## src/design/envelope_segment_time_sense_assert.svh

```systemverilog
// ----------------------------------------------------------------------------
// Envelope segment time sense - assertion macros
// Shared concurrent assertion forms, clocked on clk, disabled in reset.
// ----------------------------------------------------------------------------
`ifndef ENVELOPE_SEGMENT_TIME_SENSE_ASSERT_SVH
`define ENVELOPE_SEGMENT_TIME_SENSE_ASSERT_SVH

// same-cycle implication
`define EST_ASSERT_IMP(label, ante, cons) \
  label: assert property (@(posedge clk) disable iff (!rst_n) (ante) |-> (cons)) \
    else $error("est assertion failed");

// next-cycle implication
`define EST_ASSERT_NXT(label, ante, cons) \
  label: assert property (@(posedge clk) disable iff (!rst_n) (ante) |=> (cons)) \
    else $error("est assertion failed");

`endif

```

## src/design/est_pkg.sv

```systemverilog
// ----------------------------------------------------------------------------
// est_pkg
// Types, constants and helpers shared by the segment time sense block.
// ----------------------------------------------------------------------------
package est_pkg;

  localparam int PADDR_W   = 5;
  localparam int PDATA_W   = 32;
  localparam int DIV_STEPS = 19;
  localparam int CNT_W     = $clog2(DIV_STEPS);

  localparam logic [18:0] LONGEST_MS = 19'd524280;
  localparam logic [15:0] MS_MAX     = 16'hFFFF;
  localparam logic [6:0]  VEL_CENTER = 7'd64;
  localparam logic [6:0]  KEY_CENTER = 7'd60;
  localparam logic [6:0]  KEY_OCTAVE = 7'd12;
  localparam logic [3:0]  OCT_GROUP  = 4'd12;
  localparam logic [9:0]  UNITY      = 10'd256;

  localparam logic [2:0] SEG_T1 = 3'd0;
  localparam logic [2:0] SEG_T2 = 3'd1;
  localparam logic [2:0] SEG_T3 = 3'd2;
  localparam logic [2:0] SEG_T4 = 3'd3;

  localparam logic        RST_ENABLE  = 1'b0;
  localparam logic [12:0] RST_DEPTH   = 13'd0;
  localparam logic [5:0]  RST_KF      = 6'd0;
  localparam logic [6:0]  RST_KEY     = 7'd60;
  localparam logic [6:0]  RST_VEL     = 7'd64;
  localparam logic        RST_REL_ON  = 1'b0;

  typedef enum logic [2:0] {
    REG_ENABLE      = 3'd0,
    REG_T1_DEPTH    = 3'd1,
    REG_T4_DEPTH    = 3'd2,
    REG_KF_DEPTH    = 3'd3,
    REG_NOTE_KEY    = 3'd4,
    REG_NOTE_ON_VEL = 3'd5,
    REG_REL_VEL     = 3'd6,
    REG_REL_USES_ON = 3'd7
  } reg_idx_t;

  typedef struct packed {
    logic              enable_time_sense;
    logic signed [12:0] t1_vel_depth;
    logic signed [12:0] t4_vel_depth;
    logic signed [5:0]  key_follow_depth;
    logic [6:0]        note_key;
    logic [6:0]        note_on_velocity;
    logic [6:0]        release_velocity;
    logic              release_uses_note_on;
  } cfg_t;

  typedef enum logic [3:0] {
    ST_IDLE,
    ST_DISPATCH,
    ST_VEL_MUL,
    ST_VEL_ADD,
    ST_KF_INIT,
    ST_GAIN,
    ST_UP_MUL,
    ST_UP_ADD,
    ST_DIV_INIT,
    ST_DIV_STEP,
    ST_DIV_END,
    ST_FINISH
  } state_t;

  typedef enum logic [3:0] {
    OP_NONE,
    OP_LOAD,
    OP_VEL_MUL,
    OP_VEL_ADD,
    OP_KF_INIT,
    OP_GAIN,
    OP_UP_MUL,
    OP_UP_ADD,
    OP_DIV_INIT,
    OP_DIV_STEP,
    OP_DIV_END
  } dp_op_t;

  typedef struct packed {
    dp_op_t op;
    logic   out_load;
  } cmd_t;

  typedef struct packed {
    logic bypass;
    logic vel_seg;
    logic t4_seg;
    logic kf_skip;
    logic kf_up;
    logic oct_last;
    logic up_sat;
  } stat_t;

  // whole octaves in a key distance of 0..127
  function automatic logic [3:0] oct_count(input logic [6:0] an);
    logic [3:0] c;
    c = 4'd0;
    if (an >= 7'd12)  c = 4'd1;
    if (an >= 7'd24)  c = 4'd2;
    if (an >= 7'd36)  c = 4'd3;
    if (an >= 7'd48)  c = 4'd4;
    if (an >= 7'd60)  c = 4'd5;
    if (an >= 7'd72)  c = 4'd6;
    if (an >= 7'd84)  c = 4'd7;
    if (an >= 7'd96)  c = 4'd8;
    if (an >= 7'd108) c = 4'd9;
    if (an >= 7'd120) c = 4'd10;
    return c;
  endfunction

endpackage

```

## src/design/est_regs.sv

```systemverilog
// ----------------------------------------------------------------------------
// est_regs
// Configuration register file behind the APB-style port.
// ----------------------------------------------------------------------------
module est_regs (
  input  logic                        clk,
  input  logic                        rst_n,
  input  logic                        psel,
  input  logic                        penable,
  input  logic                        pwrite,
  input  logic [est_pkg::PADDR_W-1:0] paddr,
  input  logic [est_pkg::PDATA_W-1:0] pwdata,
  output logic [est_pkg::PDATA_W-1:0] prdata,
  output logic                        pready,
  output est_pkg::cfg_t               cfg
);

  logic        enable_r;
  logic [12:0] t1_depth_r;
  logic [12:0] t4_depth_r;
  logic [5:0]  kf_r;
  logic [6:0]  key_r;
  logic [6:0]  von_r;
  logic [6:0]  vrel_r;
  logic        rel_on_r;
  logic        wr_en;
  est_pkg::reg_idx_t idx;

  assign pready = 1'b1;
  assign wr_en  = psel & penable & pwrite;
  assign idx    = est_pkg::reg_idx_t'(paddr[est_pkg::PADDR_W-1:2]);

  always_ff @(posedge clk) begin
    if (!rst_n) begin
      enable_r   <= est_pkg::RST_ENABLE;
      t1_depth_r <= est_pkg::RST_DEPTH;
      t4_depth_r <= est_pkg::RST_DEPTH;
      kf_r       <= est_pkg::RST_KF;
      key_r      <= est_pkg::RST_KEY;
      von_r      <= est_pkg::RST_VEL;
      vrel_r     <= est_pkg::RST_VEL;
      rel_on_r   <= est_pkg::RST_REL_ON;
    end else if (wr_en) begin
      case (idx)
        est_pkg::REG_ENABLE:      enable_r   <= pwdata[0];
        est_pkg::REG_T1_DEPTH:    t1_depth_r <= pwdata[12:0];
        est_pkg::REG_T4_DEPTH:    t4_depth_r <= pwdata[12:0];
        est_pkg::REG_KF_DEPTH:    kf_r       <= pwdata[5:0];
        est_pkg::REG_NOTE_KEY:    key_r      <= pwdata[6:0];
        est_pkg::REG_NOTE_ON_VEL: von_r      <= pwdata[6:0];
        est_pkg::REG_REL_VEL:     vrel_r     <= pwdata[6:0];
        est_pkg::REG_REL_USES_ON: rel_on_r   <= pwdata[0];
        default: ;
      endcase
    end
  end

  always_comb begin
    case (idx)
      est_pkg::REG_ENABLE:      prdata = {31'd0, enable_r};
      est_pkg::REG_T1_DEPTH:    prdata = {19'd0, t1_depth_r};
      est_pkg::REG_T4_DEPTH:    prdata = {19'd0, t4_depth_r};
      est_pkg::REG_KF_DEPTH:    prdata = {26'd0, kf_r};
      est_pkg::REG_NOTE_KEY:    prdata = {25'd0, key_r};
      est_pkg::REG_NOTE_ON_VEL: prdata = {25'd0, von_r};
      est_pkg::REG_REL_VEL:     prdata = {25'd0, vrel_r};
      est_pkg::REG_REL_USES_ON: prdata = {31'd0, rel_on_r};
      default:                  prdata = '0;
    endcase
  end

  always_comb begin
    cfg.enable_time_sense    = enable_r;
    cfg.t1_vel_depth         = t1_depth_r;
    cfg.t4_vel_depth         = t4_depth_r;
    cfg.key_follow_depth     = kf_r;
    cfg.note_key             = key_r;
    cfg.note_on_velocity     = von_r;
    cfg.release_velocity     = vrel_r;
    cfg.release_uses_note_on = rel_on_r;
  end

endmodule

```

## src/design/est_dp.sv

```systemverilog
// ----------------------------------------------------------------------------
// est_dp
// Datapath: velocity term, key follow multiply and shift-subtract divider.
// ----------------------------------------------------------------------------
module est_dp (
  input  logic           clk,
  input  est_pkg::cfg_t  cfg,
  input  est_pkg::cmd_t  cmd,
  input  logic [15:0]    in_segment_ms,
  input  logic [2:0]     in_segment,
  output est_pkg::stat_t stat,
  output logic [18:0]    out_adjusted_ms
);

  logic [18:0] v_r;
  logic [2:0]  seg_r;
  logic        up_r;
  logic [3:0]  octs_r;
  logic [3:0]  g_r;
  logic [8:0]  mg_r;
  logic [27:0] prod_r;
  logic [9:0]  rem_r;
  logic [18:0] q_r;
  logic [18:0] out_r;

  logic [6:0]  vel_sel;
  logic [12:0] dep_sel;
  logic [12:0] ad;
  logic        vel_ge;
  logic [6:0]  as;
  logic        vel_up;
  logic [10:0] vel_t;
  logic [16:0] vel_sum;
  logic [18:0] vel_res;

  logic [5:0]  kk;
  logic        key_ge;
  logic [6:0]  an;
  logic [3:0]  octs0;
  logic [3:0]  g0;
  logic        kf_up;

  logic [20:0] up_sum;
  logic        up_sat;

  logic [9:0]  dvs;
  logic [10:0] trial;
  logic        ge;
  logic [9:0]  rem_nxt;

  always_comb begin
    vel_sel = (seg_r == est_pkg::SEG_T1 || cfg.release_uses_note_on) ?
              cfg.note_on_velocity : cfg.release_velocity;
    dep_sel = (seg_r == est_pkg::SEG_T1) ? cfg.t1_vel_depth : cfg.t4_vel_depth;
    ad      = dep_sel[12] ? 13'(-dep_sel) : dep_sel;
    vel_ge  = vel_sel >= est_pkg::VEL_CENTER;
    as      = vel_ge ? 7'(vel_sel - est_pkg::VEL_CENTER)
                     : 7'(est_pkg::VEL_CENTER - vel_sel);
    vel_up  = (!dep_sel[12]) == vel_ge;
    vel_t   = prod_r[18:8];
    vel_sum = 17'(v_r[15:0]) + 17'(vel_t);
    if (vel_up) begin
      vel_res = (vel_sum > 17'(est_pkg::MS_MAX)) ? est_pkg::LONGEST_MS : 19'(vel_sum);
    end else begin
      vel_res = (19'(vel_t) >= v_r) ? 19'd0 : 19'(v_r - 19'(vel_t));
    end
  end

  always_comb begin
    kk     = cfg.key_follow_depth[5] ? 6'(-cfg.key_follow_depth) : cfg.key_follow_depth;
    key_ge = cfg.note_key >= est_pkg::KEY_CENTER;
    an     = key_ge ? 7'(cfg.note_key - est_pkg::KEY_CENTER)
                    : 7'(est_pkg::KEY_CENTER - cfg.note_key);
    octs0  = est_pkg::oct_count(an);
    g0     = 4'(an - 7'(7'(octs0) * est_pkg::KEY_OCTAVE));
    kf_up  = (!cfg.key_follow_depth[5] && cfg.key_follow_depth != 6'd0) == key_ge;
  end

  always_comb begin
    up_sum  = 21'(v_r) + 21'(prod_r[27:8]);
    up_sat  = up_sum > 21'(est_pkg::MS_MAX);
    dvs     = est_pkg::UNITY + 10'(mg_r);
    trial   = {rem_r, q_r[18]};
    ge      = trial >= {1'b0, dvs};
    rem_nxt = ge ? 10'(trial - {1'b0, dvs}) : trial[9:0];
  end

  always_ff @(posedge clk) begin
    case (cmd.op)
      est_pkg::OP_LOAD: begin
        v_r   <= {3'd0, in_segment_ms};
        seg_r <= in_segment;
      end
      est_pkg::OP_VEL_MUL: prod_r <= 28'(ad) * 28'(as);
      est_pkg::OP_VEL_ADD: v_r    <= vel_res;
      est_pkg::OP_KF_INIT: begin
        up_r   <= kf_up;
        octs_r <= octs0;
        g_r    <= g0;
      end
      est_pkg::OP_GAIN:   mg_r   <= 9'(kk) * 9'(g_r);
      est_pkg::OP_UP_MUL: prod_r <= 28'(mg_r) * 28'(v_r);
      est_pkg::OP_UP_ADD: begin
        v_r <= up_sat ? est_pkg::LONGEST_MS : 19'(up_sum);
        if (octs_r != 4'd0) begin
          octs_r <= octs_r - 4'd1;
          g_r    <= est_pkg::OCT_GROUP;
        end
      end
      est_pkg::OP_DIV_INIT: begin
        rem_r <= {2'd0, v_r[18:11]};
        q_r   <= {v_r[10:0], 8'd0};
      end
      est_pkg::OP_DIV_STEP: begin
        rem_r <= rem_nxt;
        q_r   <= {q_r[17:0], ge};
      end
      est_pkg::OP_DIV_END: begin
        v_r <= q_r;
        if (octs_r != 4'd0) begin
          octs_r <= octs_r - 4'd1;
          g_r    <= est_pkg::OCT_GROUP;
        end
      end
      default: ;
    endcase
    if (cmd.out_load) begin
      out_r <= v_r;
    end
  end

  always_comb begin
    stat.bypass   = !cfg.enable_time_sense || v_r == 19'd0 || seg_r[2];
    stat.vel_seg  = seg_r == est_pkg::SEG_T1 || seg_r == est_pkg::SEG_T4;
    stat.t4_seg   = seg_r == est_pkg::SEG_T4;
    stat.kf_skip  = cfg.key_follow_depth == 6'd0 || v_r == 19'd0;
    stat.kf_up    = up_r;
    stat.oct_last = octs_r == 4'd0;
    stat.up_sat   = up_sat;
  end

  assign out_adjusted_ms = out_r;

endmodule

```

## src/design/est_ctrl.sv

```systemverilog
// ----------------------------------------------------------------------------
// est_ctrl
// Sequencer for one segment time: steps the datapath, owns the result beat.
// ----------------------------------------------------------------------------
`include "envelope_segment_time_sense_assert.svh"

module est_ctrl (
  input  logic           clk,
  input  logic           rst_n,
  input  logic           in_valid,
  output logic           in_ready,
  output logic           out_valid,
  input  logic           out_ready,
  input  est_pkg::stat_t stat,
  output est_pkg::cmd_t  cmd
);

  est_pkg::state_t state_r, state_nxt;
  logic [est_pkg::CNT_W-1:0] cnt_r, cnt_nxt;
  logic out_valid_r, out_valid_nxt;
  logic out_free;

  always_ff @(posedge clk) begin
    if (!rst_n) begin
      state_r     <= est_pkg::ST_IDLE;
      cnt_r       <= '0;
      out_valid_r <= 1'b0;
    end else begin
      state_r     <= state_nxt;
      cnt_r       <= cnt_nxt;
      out_valid_r <= out_valid_nxt;
    end
  end

  assign out_free  = !out_valid_r || out_ready;
  assign in_ready  = state_r == est_pkg::ST_IDLE;
  assign out_valid = out_valid_r;

  always_comb begin
    state_nxt    = state_r;
    cnt_nxt      = cnt_r;
    cmd.op       = est_pkg::OP_NONE;
    cmd.out_load = 1'b0;
    case (state_r)
      est_pkg::ST_IDLE: begin
        if (in_valid) begin
          cmd.op    = est_pkg::OP_LOAD;
          state_nxt = est_pkg::ST_DISPATCH;
        end
      end
      est_pkg::ST_DISPATCH: begin
        if (stat.bypass) state_nxt = est_pkg::ST_FINISH;
        else if (stat.vel_seg) state_nxt = est_pkg::ST_VEL_MUL;
        else state_nxt = est_pkg::ST_KF_INIT;
      end
      est_pkg::ST_VEL_MUL: begin
        cmd.op    = est_pkg::OP_VEL_MUL;
        state_nxt = est_pkg::ST_VEL_ADD;
      end
      est_pkg::ST_VEL_ADD: begin
        cmd.op    = est_pkg::OP_VEL_ADD;
        state_nxt = stat.t4_seg ? est_pkg::ST_KF_INIT : est_pkg::ST_FINISH;
      end
      est_pkg::ST_KF_INIT: begin
        if (stat.kf_skip) begin
          state_nxt = est_pkg::ST_FINISH;
        end else begin
          cmd.op    = est_pkg::OP_KF_INIT;
          state_nxt = est_pkg::ST_GAIN;
        end
      end
      est_pkg::ST_GAIN: begin
        cmd.op    = est_pkg::OP_GAIN;
        state_nxt = stat.kf_up ? est_pkg::ST_UP_MUL : est_pkg::ST_DIV_INIT;
      end
      est_pkg::ST_UP_MUL: begin
        cmd.op    = est_pkg::OP_UP_MUL;
        state_nxt = est_pkg::ST_UP_ADD;
      end
      est_pkg::ST_UP_ADD: begin
        cmd.op    = est_pkg::OP_UP_ADD;
        state_nxt = (stat.up_sat || stat.oct_last) ? est_pkg::ST_FINISH : est_pkg::ST_GAIN;
      end
      est_pkg::ST_DIV_INIT: begin
        cmd.op    = est_pkg::OP_DIV_INIT;
        cnt_nxt   = est_pkg::CNT_W'(est_pkg::DIV_STEPS - 1);
        state_nxt = est_pkg::ST_DIV_STEP;
      end
      est_pkg::ST_DIV_STEP: begin
        cmd.op = est_pkg::OP_DIV_STEP;
        if (cnt_r == '0) state_nxt = est_pkg::ST_DIV_END;
        else cnt_nxt = cnt_r - est_pkg::CNT_W'(1);
      end
      est_pkg::ST_DIV_END: begin
        cmd.op    = est_pkg::OP_DIV_END;
        state_nxt = stat.oct_last ? est_pkg::ST_FINISH : est_pkg::ST_GAIN;
      end
      est_pkg::ST_FINISH: begin
        if (out_free) begin
          cmd.out_load = 1'b1;
          state_nxt    = est_pkg::ST_IDLE;
        end
      end
      default: state_nxt = est_pkg::ST_IDLE;
    endcase
  end

  always_comb begin
    out_valid_nxt = out_valid_r;
    if (cmd.out_load) out_valid_nxt = 1'b1;
    else if (out_ready) out_valid_nxt = 1'b0;
  end

  `EST_ASSERT_IMP(a_load_free, cmd.out_load, !out_valid_r || out_ready)
  `EST_ASSERT_IMP(a_load_beat, cmd.op == est_pkg::OP_LOAD, in_valid && in_ready)
  `EST_ASSERT_NXT(a_div_done,
                  state_r == est_pkg::ST_DIV_STEP && cnt_r == '0,
                  state_r == est_pkg::ST_DIV_END)

endmodule

```

## src/design/envelope_segment_time_sense.sv

```systemverilog
// ----------------------------------------------------------------------------
// envelope_segment_time_sense
// Adjusts an envelope segment time by velocity and key follow.
// ----------------------------------------------------------------------------
// One segment time is worked on at a time. A passed-through time goes from
// DISPATCH straight to FINISH; T1 adds a velocity multiply and add. Key follow
// adds a setup step (KF_INIT), then per semitone group a gain, multiply and add
// going up (ending early once the time saturates) or a gain and a divide going
// down, where the divider retires one quotient bit a cycle over 19 bits. With
// up to six groups the longest item is T4 with key follow down; FINISH also
// waits while the previous result still waits for out_ready. The result sits
// in an output register, so the next beat is taken while it waits.
module envelope_segment_time_sense (
  input  logic                        clk,
  input  logic                        rst_n,
  input  logic                        in_valid,
  output logic                        in_ready,
  input  logic [15:0]                 in_segment_ms,
  input  logic [2:0]                  in_segment,
  output logic                        out_valid,
  input  logic                        out_ready,
  output logic [18:0]                 out_adjusted_ms,
  input  logic                        psel,
  input  logic                        penable,
  input  logic                        pwrite,
  input  logic [est_pkg::PADDR_W-1:0] paddr,
  input  logic [est_pkg::PDATA_W-1:0] pwdata,
  output logic [est_pkg::PDATA_W-1:0] prdata,
  output logic                        pready
);

  est_pkg::cfg_t  cfg;
  est_pkg::cmd_t  cmd;
  est_pkg::stat_t stat;

  est_regs u_regs (
    .clk     (clk),
    .rst_n   (rst_n),
    .psel    (psel),
    .penable (penable),
    .pwrite  (pwrite),
    .paddr   (paddr),
    .pwdata  (pwdata),
    .prdata  (prdata),
    .pready  (pready),
    .cfg     (cfg)
  );

  est_ctrl u_ctrl (
    .clk       (clk),
    .rst_n     (rst_n),
    .in_valid  (in_valid),
    .in_ready  (in_ready),
    .out_valid (out_valid),
    .out_ready (out_ready),
    .stat      (stat),
    .cmd       (cmd)
  );

  est_dp u_dp (
    .clk             (clk),
    .cfg             (cfg),
    .cmd             (cmd),
    .in_segment_ms   (in_segment_ms),
    .in_segment      (in_segment),
    .stat            (stat),
    .out_adjusted_ms (out_adjusted_ms)
  );

endmodule

```

## config.mk

```make
export PLATFORM = sky130hd
export DESIGN_NAME = envelope_segment_time_sense
export DESIGN_NICKNAME = d
export VERILOG_FILES = /design/src/design/est_pkg.sv /design/src/design/est_regs.sv /design/src/design/est_dp.sv /design/src/design/est_ctrl.sv /design/src/design/envelope_segment_time_sense.sv
export VERILOG_INCLUDE_DIRS = /design/src /design/src/design
export SDC_FILE = /design/constraint.sdc
export NUM_CORES = 1
export LEC_CHECK = 0
export BUFFER_PORTS_ARGS = -buffer_cell sky130_fd_sc_hd__buf_2
export CORE_MARGIN = 1
export CORE_UTILIZATION = 40
export CTS_CLUSTER_SIZE = 28
export DETAILED_ROUTE_END_ITERATION = 8
export SYNTH_ARGS = -nofsm -noshare
export SYNTH_HDL_FRONTEND = slang
export SYNTH_SLANG_ARGS = --single-unit
```

## constraint.sdc

```tcl
create_clock -name clk -period 12 [get_ports clk]
set_input_delay 1.8 -clock clk [delete_from_list [all_inputs] [get_ports clk]]
set_output_delay 1.8 -clock clk [all_outputs]
set_load 0.05 [all_outputs]
```

# Yosys cells after proc, flatten, opt, wreduce, memory -nomap -nowiden
# Index checks and enable logic that the tools add are counted.
# W data, S select, Z words.
[totals]
reg_bits = 181
in_bits = 63
out_inout_bits = 54
word_cells = 182
[classes]
n_addsub = 14
mul = 4
magnitude_cmp = 16
n_eq_ne = 36
muxes = 50
n_bitwise = 2
reduce_logical = 39
[op_table]
columns = ["cell", "n"]
rows = [
  ["$pmux W32 S8", 1],
  ["$mux W19", 4],
  ["$pmux W19 S4", 1],
  ["$mux W4", 14],
  ["$pmux W28 S2", 1],
  ["$pmux W4 S12", 1],
  ["$ge A7 B7 Y1 const B", 6],
  ["$pmux W4 S10", 1],
  ["$pmux W19 S2", 1],
  ["$eq A4 B3 Y1 const B", 8],
  ["$eq A4 B4 Y1 const B", 7],
  ["$ge A7 B6 Y1 const B", 4],
  ["$mul A9 B19 Y28", 1],
  ["$mux W13", 2],
  ["$add A19 B20 Y21", 1],
  ["$gt A21 B16 Y1 const B", 1],
  ["$mux W7", 3],
  ["$mul A13 B7 Y20", 1],
  ["$pmux W10 S2", 1],
  ["$reduce_and A2 Y1", 10],
  ["$ge A11 B19 Y1", 1],
  ["$logic_not A19 Y1", 1],
  ["$sub A19 B11 Y19", 1],
  ["$mux W3", 6],
  ["46 further kinds", 83],
]

# Logic depth before layout (Yosys ltp)
[logic_depth]
ltp_word = 16
depth_mapped = 28
ltp_nobuf = 25

# Modules after synthesis
# A second synthesis with hierarchy kept.
[hier_totals]
hier_cells = 2217
area_unflattened_um2 = 19547.5
[modules_own_cells]
columns = ["module", "instances", "cells_per_inst", "area_per_inst_um2", "seq_area_each_um2"]
rows = [
  ["est_dp", 1, 1812, 16029.1, 3243.1],
  ["est_regs", 1, 300, 2740.1, 1101.1],
  ["est_ctrl", 1, 105, 778.2, 200.2],
]

# Least setup slack after synthesis
# No wires, ideal clock.
[synth_timing]
path_kind = "register to register"
start = "reg u_dp.seg_r[1]"
end = "reg u_dp.prod_r[16], data pin"
setup_ns = 0.256
arrival_time_ns = 6.472
required_time_ns = 11.744
path_slack_ns = 5.271
stages_incl_launch_ff = 25
n_path_buf = 3
period_less_slack_ns = 6.729
cell_sequence = "edfxtp_1 -> or3_1 -> buf_6 -> clkbuf_1 -> clkbuf_1 -> mux2i_1 -> ha_1 -> o21ai_0 -> nand2_1 -> xnor2_1 -> nor2_1 -> fa_1 -> fa_1 -> fa_1 -> inv_1 -> fa_1 -> inv_1 -> ha_1 -> and2_1 -> a221oi_1 -> a211oi_1 -> or2_1 -> a21o_1 -> a211o_1 -> a22o_1"
[synth_between]
elab_chain_cells = 7
elab_cells_between_ends = 12
cone_classes = "add/sub (3); mul (1); order compare (1); mux (5); reduce/logical (2)"
[synth_rtl]
columns = ["element", "line_no", "source"]
rows = [
  ["start: declaration", "est_dp.sv:16", "logic [2:0] seg_r;"],
  ["start signal: assignment", "est_dp.sv:92", "seg_r <= in_segment;"],
  ["$logic_not A3 Y1 *", "est_dp.sv:52, est_dp.sv:54", ""],
  ["parallel branches: the longest is 4 deep, another holds $neg A13 Y13", "--", ""],
  ["$mul A13 B7 Y20 *", "est_dp.sv:94", "est_pkg::OP_VEL_MUL: prod_r <= 28'(ad) * 28'(as);"],
  ["$pmux W28 S2 *", "est_dp.sv:89", "case (cmd.op)"],
  ["end signal: assignment", "est_dp.sv:94", ""],
  ["end signal: assignment", "est_dp.sv:102", "est_pkg::OP_UP_MUL: prod_r <= 28'(mg_r) * 28'(v_r);"],
  ["end: declaration", "est_dp.sv:21", "logic [27:0] prod_r;"],
]
# Mark *: on every way between the ends.
# A chain may end at the register's enable or synchronous reset.

# Worst setup path after layout
[layout_timing]
start = "reg u_dp.seg_r[1]"
end = "reg u_dp.prod_r[18], data pin"
# Same word-level chain as after synthesis.

==> flow_metrics.tcl <==
set metrics [dict create \
    outcome "finished, final reports clean" \
    grt_pass1_vias 15800 \
    tns_ns 0 \
    clock_skew_ns 0.0167 \
    seqCellArea_mm2 0.00454 \
    worst_pin_slew_ns 1.17 \
    hold_viol_final 0 \
    grt_use_total_pct 22.6 \
    routed-via-count 15800 \
    maxCapViolCount 0 \
    fin_crit_sh_pct 67.0 \
    synth_cell_type_count 88 \
    post_cts_resized 0 \
    ys_seq_elements 173 \
    fmax_mhz 124 \
    drive_gt1_share_pct 7.25 \
    worst_ep_required_time_ns 12.22 \
    fill_cells 4713 \
    syn2layout_area_growth_pct 7.57 \
    cts.clk_slew.worst_paths_ns 0.09 \
    critical_path_arrival_ns 8.26 \
    async_reset_ff_share_pct 0 \
    htree_levels 4 \
    crit_chain "or3_1, buf_4, nand2b_1, mux2i_1, and3_1, nand3_1, nand2_1, xnor2_1, nor2_1, fa_1, fa_1, fa_1, inv_1, fa_1, inv_1, ha_1, and2_1, a221oi_1, a211oi_1, o2111ai_1, nand3b_1, a21oi_1, xor2_1, o21ai_0" \
    core_area_mm2 0.0476 \
    period_minus_slack_ns 8.04 \
    ys_seq_area_share_pct 23.6 \
    avgRoutedWirePerCell_um 18.9 \
    holdPathEnd "u_regs.t1_depth_r[0]" \
    ctsHoldBuffers 0 \
    grt_pass1_wl_mm 87.3 \
    rsz0062_at_grt "false" \
    drc_errors 0 \
    finalSetupViolCount 0 \
    critPathLaunchType "flop" \
    r2r-start "u_dp.seg_r[1]" \
    worst_slack_ns 3.96 \
    antenna_found_initial 2 \
    place_congestion 0.899 \
    crit_family "adder cells" \
    root_buffer "clkbuf_16" \
    overflow 0 \
    rr_worst_depth 24 \
    layout_common_cells "nand2_1 (334), inv_1 (227), nor2_1 (193), fa_1 (183), ha_1 (143)" \
    final_common_cell "nand2_1" \
    firstDrtPassIters 7 \
    cts_tree "built" \
    rows 80 \
    clk_latency_ns 0.50 \
    yosysTopAreaCell "fa_1" \
    syn_avg_cell_area_um2 8.71 \
    netlist_area_mm2 0.0193 \
    die_w_um 222 \
    antenna_left 0 \
    slew_headroom_pct 21.8 \
    endpoint_kind "flop" \
    clk_path_buf_depth 2 \
    start_util_pct 40.5 \
    antenna_cells 0 \
    final_nets 2610 \
    min-delay-start "u_regs.t1_depth_r[0]" \
    critPathKind "reg2reg" \
    synthCells 2213 \
    hold_depth 2 \
    port-buffer-count 75 \
    totalWireLength_mm 53.7 \
    yosys-top-cells-area "fa_1 (19%), edfxtp_1 (17%), ha_1 (9.3%)" \
    path_common_cell "fa_1" \
    die_y_um 222 \
    synth_top_area_share_pct 19.0 \
    io_pins 117 \
    drtIter0Drc 1262 \
    slowest_stage "xnor2_1" \
    cts_buffers 17 \
    hpwl_mm 40.5 \
    synth-edff-count 108 \
    timing.rr.end "u_dp.prod_r[18]" \
    place_ws_ns 3.91 \
    cp.buffers_inverters 3 \
    viasPerCell 5.55 \
    slew_viol_final 0 \
    ys_warn_count 0 \
    critPathMaxStageDelay_ns 0.84 \
    clock_sinks 173 \
    hp-class "reg2reg" \
    ys_dominant_reg_cell "edfxtp_1" \
    crit_fanout 26 \
    die_area_mm2 0.0491 \
    r2r_setup_slack_ns 3.96 \
    postCtsSetupRepairBufs 0 \
    multiInputGateArea_mm2 0.0134 \
    grt_max_degree 65 \
]
-- cells in the mapped netlist (all sizes together), types with 6 or more instances --
cell / number
nand3: 35
o211ai: 10
edfxtp: 108
fa: 183
nor2b: 41
nor3b: 6
and3: 11
a221oi: 12
buf: 33
a21oi: 78
nor3: 46
or3: 7
o21a: 17
nand2b: 26
a21boi: 39
nand4: 12
o31ai: 12
xnor2: 60
a21o: 19
xor2: 30
inv: 228
and2: 75
mux2i: 57
dfxtp: 65
ha: 143
a211oi: 12
o21ai: 71
a41oi: 8
nor4: 9
nor2: 196
or2: 9
a22oi: 17
a31oi: 17
nand2: 335
mux2: 7
o21bai: 10
clkbuf: 91
-- area by class of cell --
cell class / instances / area share [%]
Timing Repair Buffer: 95 / 2.53
Tap cell: 615 / 3.71
Multi-Input combinational cell: 1704 / 64.5
Clock inverter: 15 / 1.09
Clock buffer: 17 / 2.05
Inverter: 230 / 4.17
Sequential cell: 173 / 21.9
-- sequential cells by signal, indices dropped and copies added (netlist names), 3 cells and up --
register              cells
u_dp.prod_r              20
u_dp.g_r                  4
u_dp.out_adjusted_ms     19
u_regs.kf_r               6
u_ctrl.state_r            4
u_dp.q_r                 19
u_dp.v_r                 19
u_dp.seg_r                3
u_regs.t4_depth_r        13
u_regs.t1_depth_r        13
u_regs.von_r              7
u_ctrl.cnt_r              5
u_dp.octs_r               4
u_dp.rem_r               10
u_dp.mg_r                 9
u_regs.key_r              7
u_regs.vrel_r             7
-- cell families (layout without fill, tap and decap cells) --
group	after synthesis	after routing	share of synthesized area [%]
buffers and inverters	354	357	7.44
flip-flops	173	173	23.6
multiplexers	64	64	3.45
AO/OA/AOI/OAI	381	381	13.6
other	2	20	0.0390
XOR/XNOR	90	90	4.13
AND/OR/NAND/NOR	823	823	19.5
adder cells (fa/ha/maj)	326	326	28.3
-- per-stage QoR --
| step | instances | utilization [%] | hold WS, ns | instance area [µm²] |
|---|---|---|---|---|
| final | 2849 | 43.5 | 0.514 | 20700 |
| after global routing | 2849 | 43.5 | 0.529 | 20700 |
| after CTS | 2849 | 43.5 | 0.510 | 20700 |
| after detailed placement | 2817 | 42.2 | 0.497 | 20100 |
| after global placement | 2817 | 42.2 | 0.494 | 20100 |
| after floorplan | 2231 | - | 0.450 | 19300 |
-- routing by layer --
layer / GRT usage, % / part of all wire [%]
met3: 3.38 / 6.6
met2: 36.6 / 46
met5: 0 / 0.019
met4: 6.99 / 2.3
met1: 31.2 / 45
-- how the worst max path moves through the flow --
stage | start | endpoint | slack, ns | cells past startpoint
after floorplan | u_dp.seg_r[1] | u_dp.prod_r[16] | 5.27 | 24
after global placement | u_dp.seg_r[1] | u_dp.prod_r[18] | 4.04 | 24
after detailed placement | u_dp.seg_r[1] | u_dp.prod_r[18] | 3.91 | 24
after CTS | u_dp.seg_r[1] | u_dp.prod_r[18] | 3.91 | 24
after global routing | u_dp.seg_r[1] | u_dp.prod_r[19] | 3.41 | 24
final | u_dp.seg_r[1] | u_dp.prod_r[18] | 3.96 | 24
-- worst reg2reg max path, delay by kind of cell, from the launching register on --
family | cells | cell delay, ns
mux | 1 | 0.26
fa+ha+maj | 5 | 2.51
compound gates | 5 | 1.40
xor+xnor | 2 | 1.13
simple gates | 8 | 1.66
buf+inv | 3 | 0.35
flops | 1 | 0.45
Power is left out: the tool's default activity adds up to more than one toggle a clock period on the data nets, which glitch-free logic cannot reach.
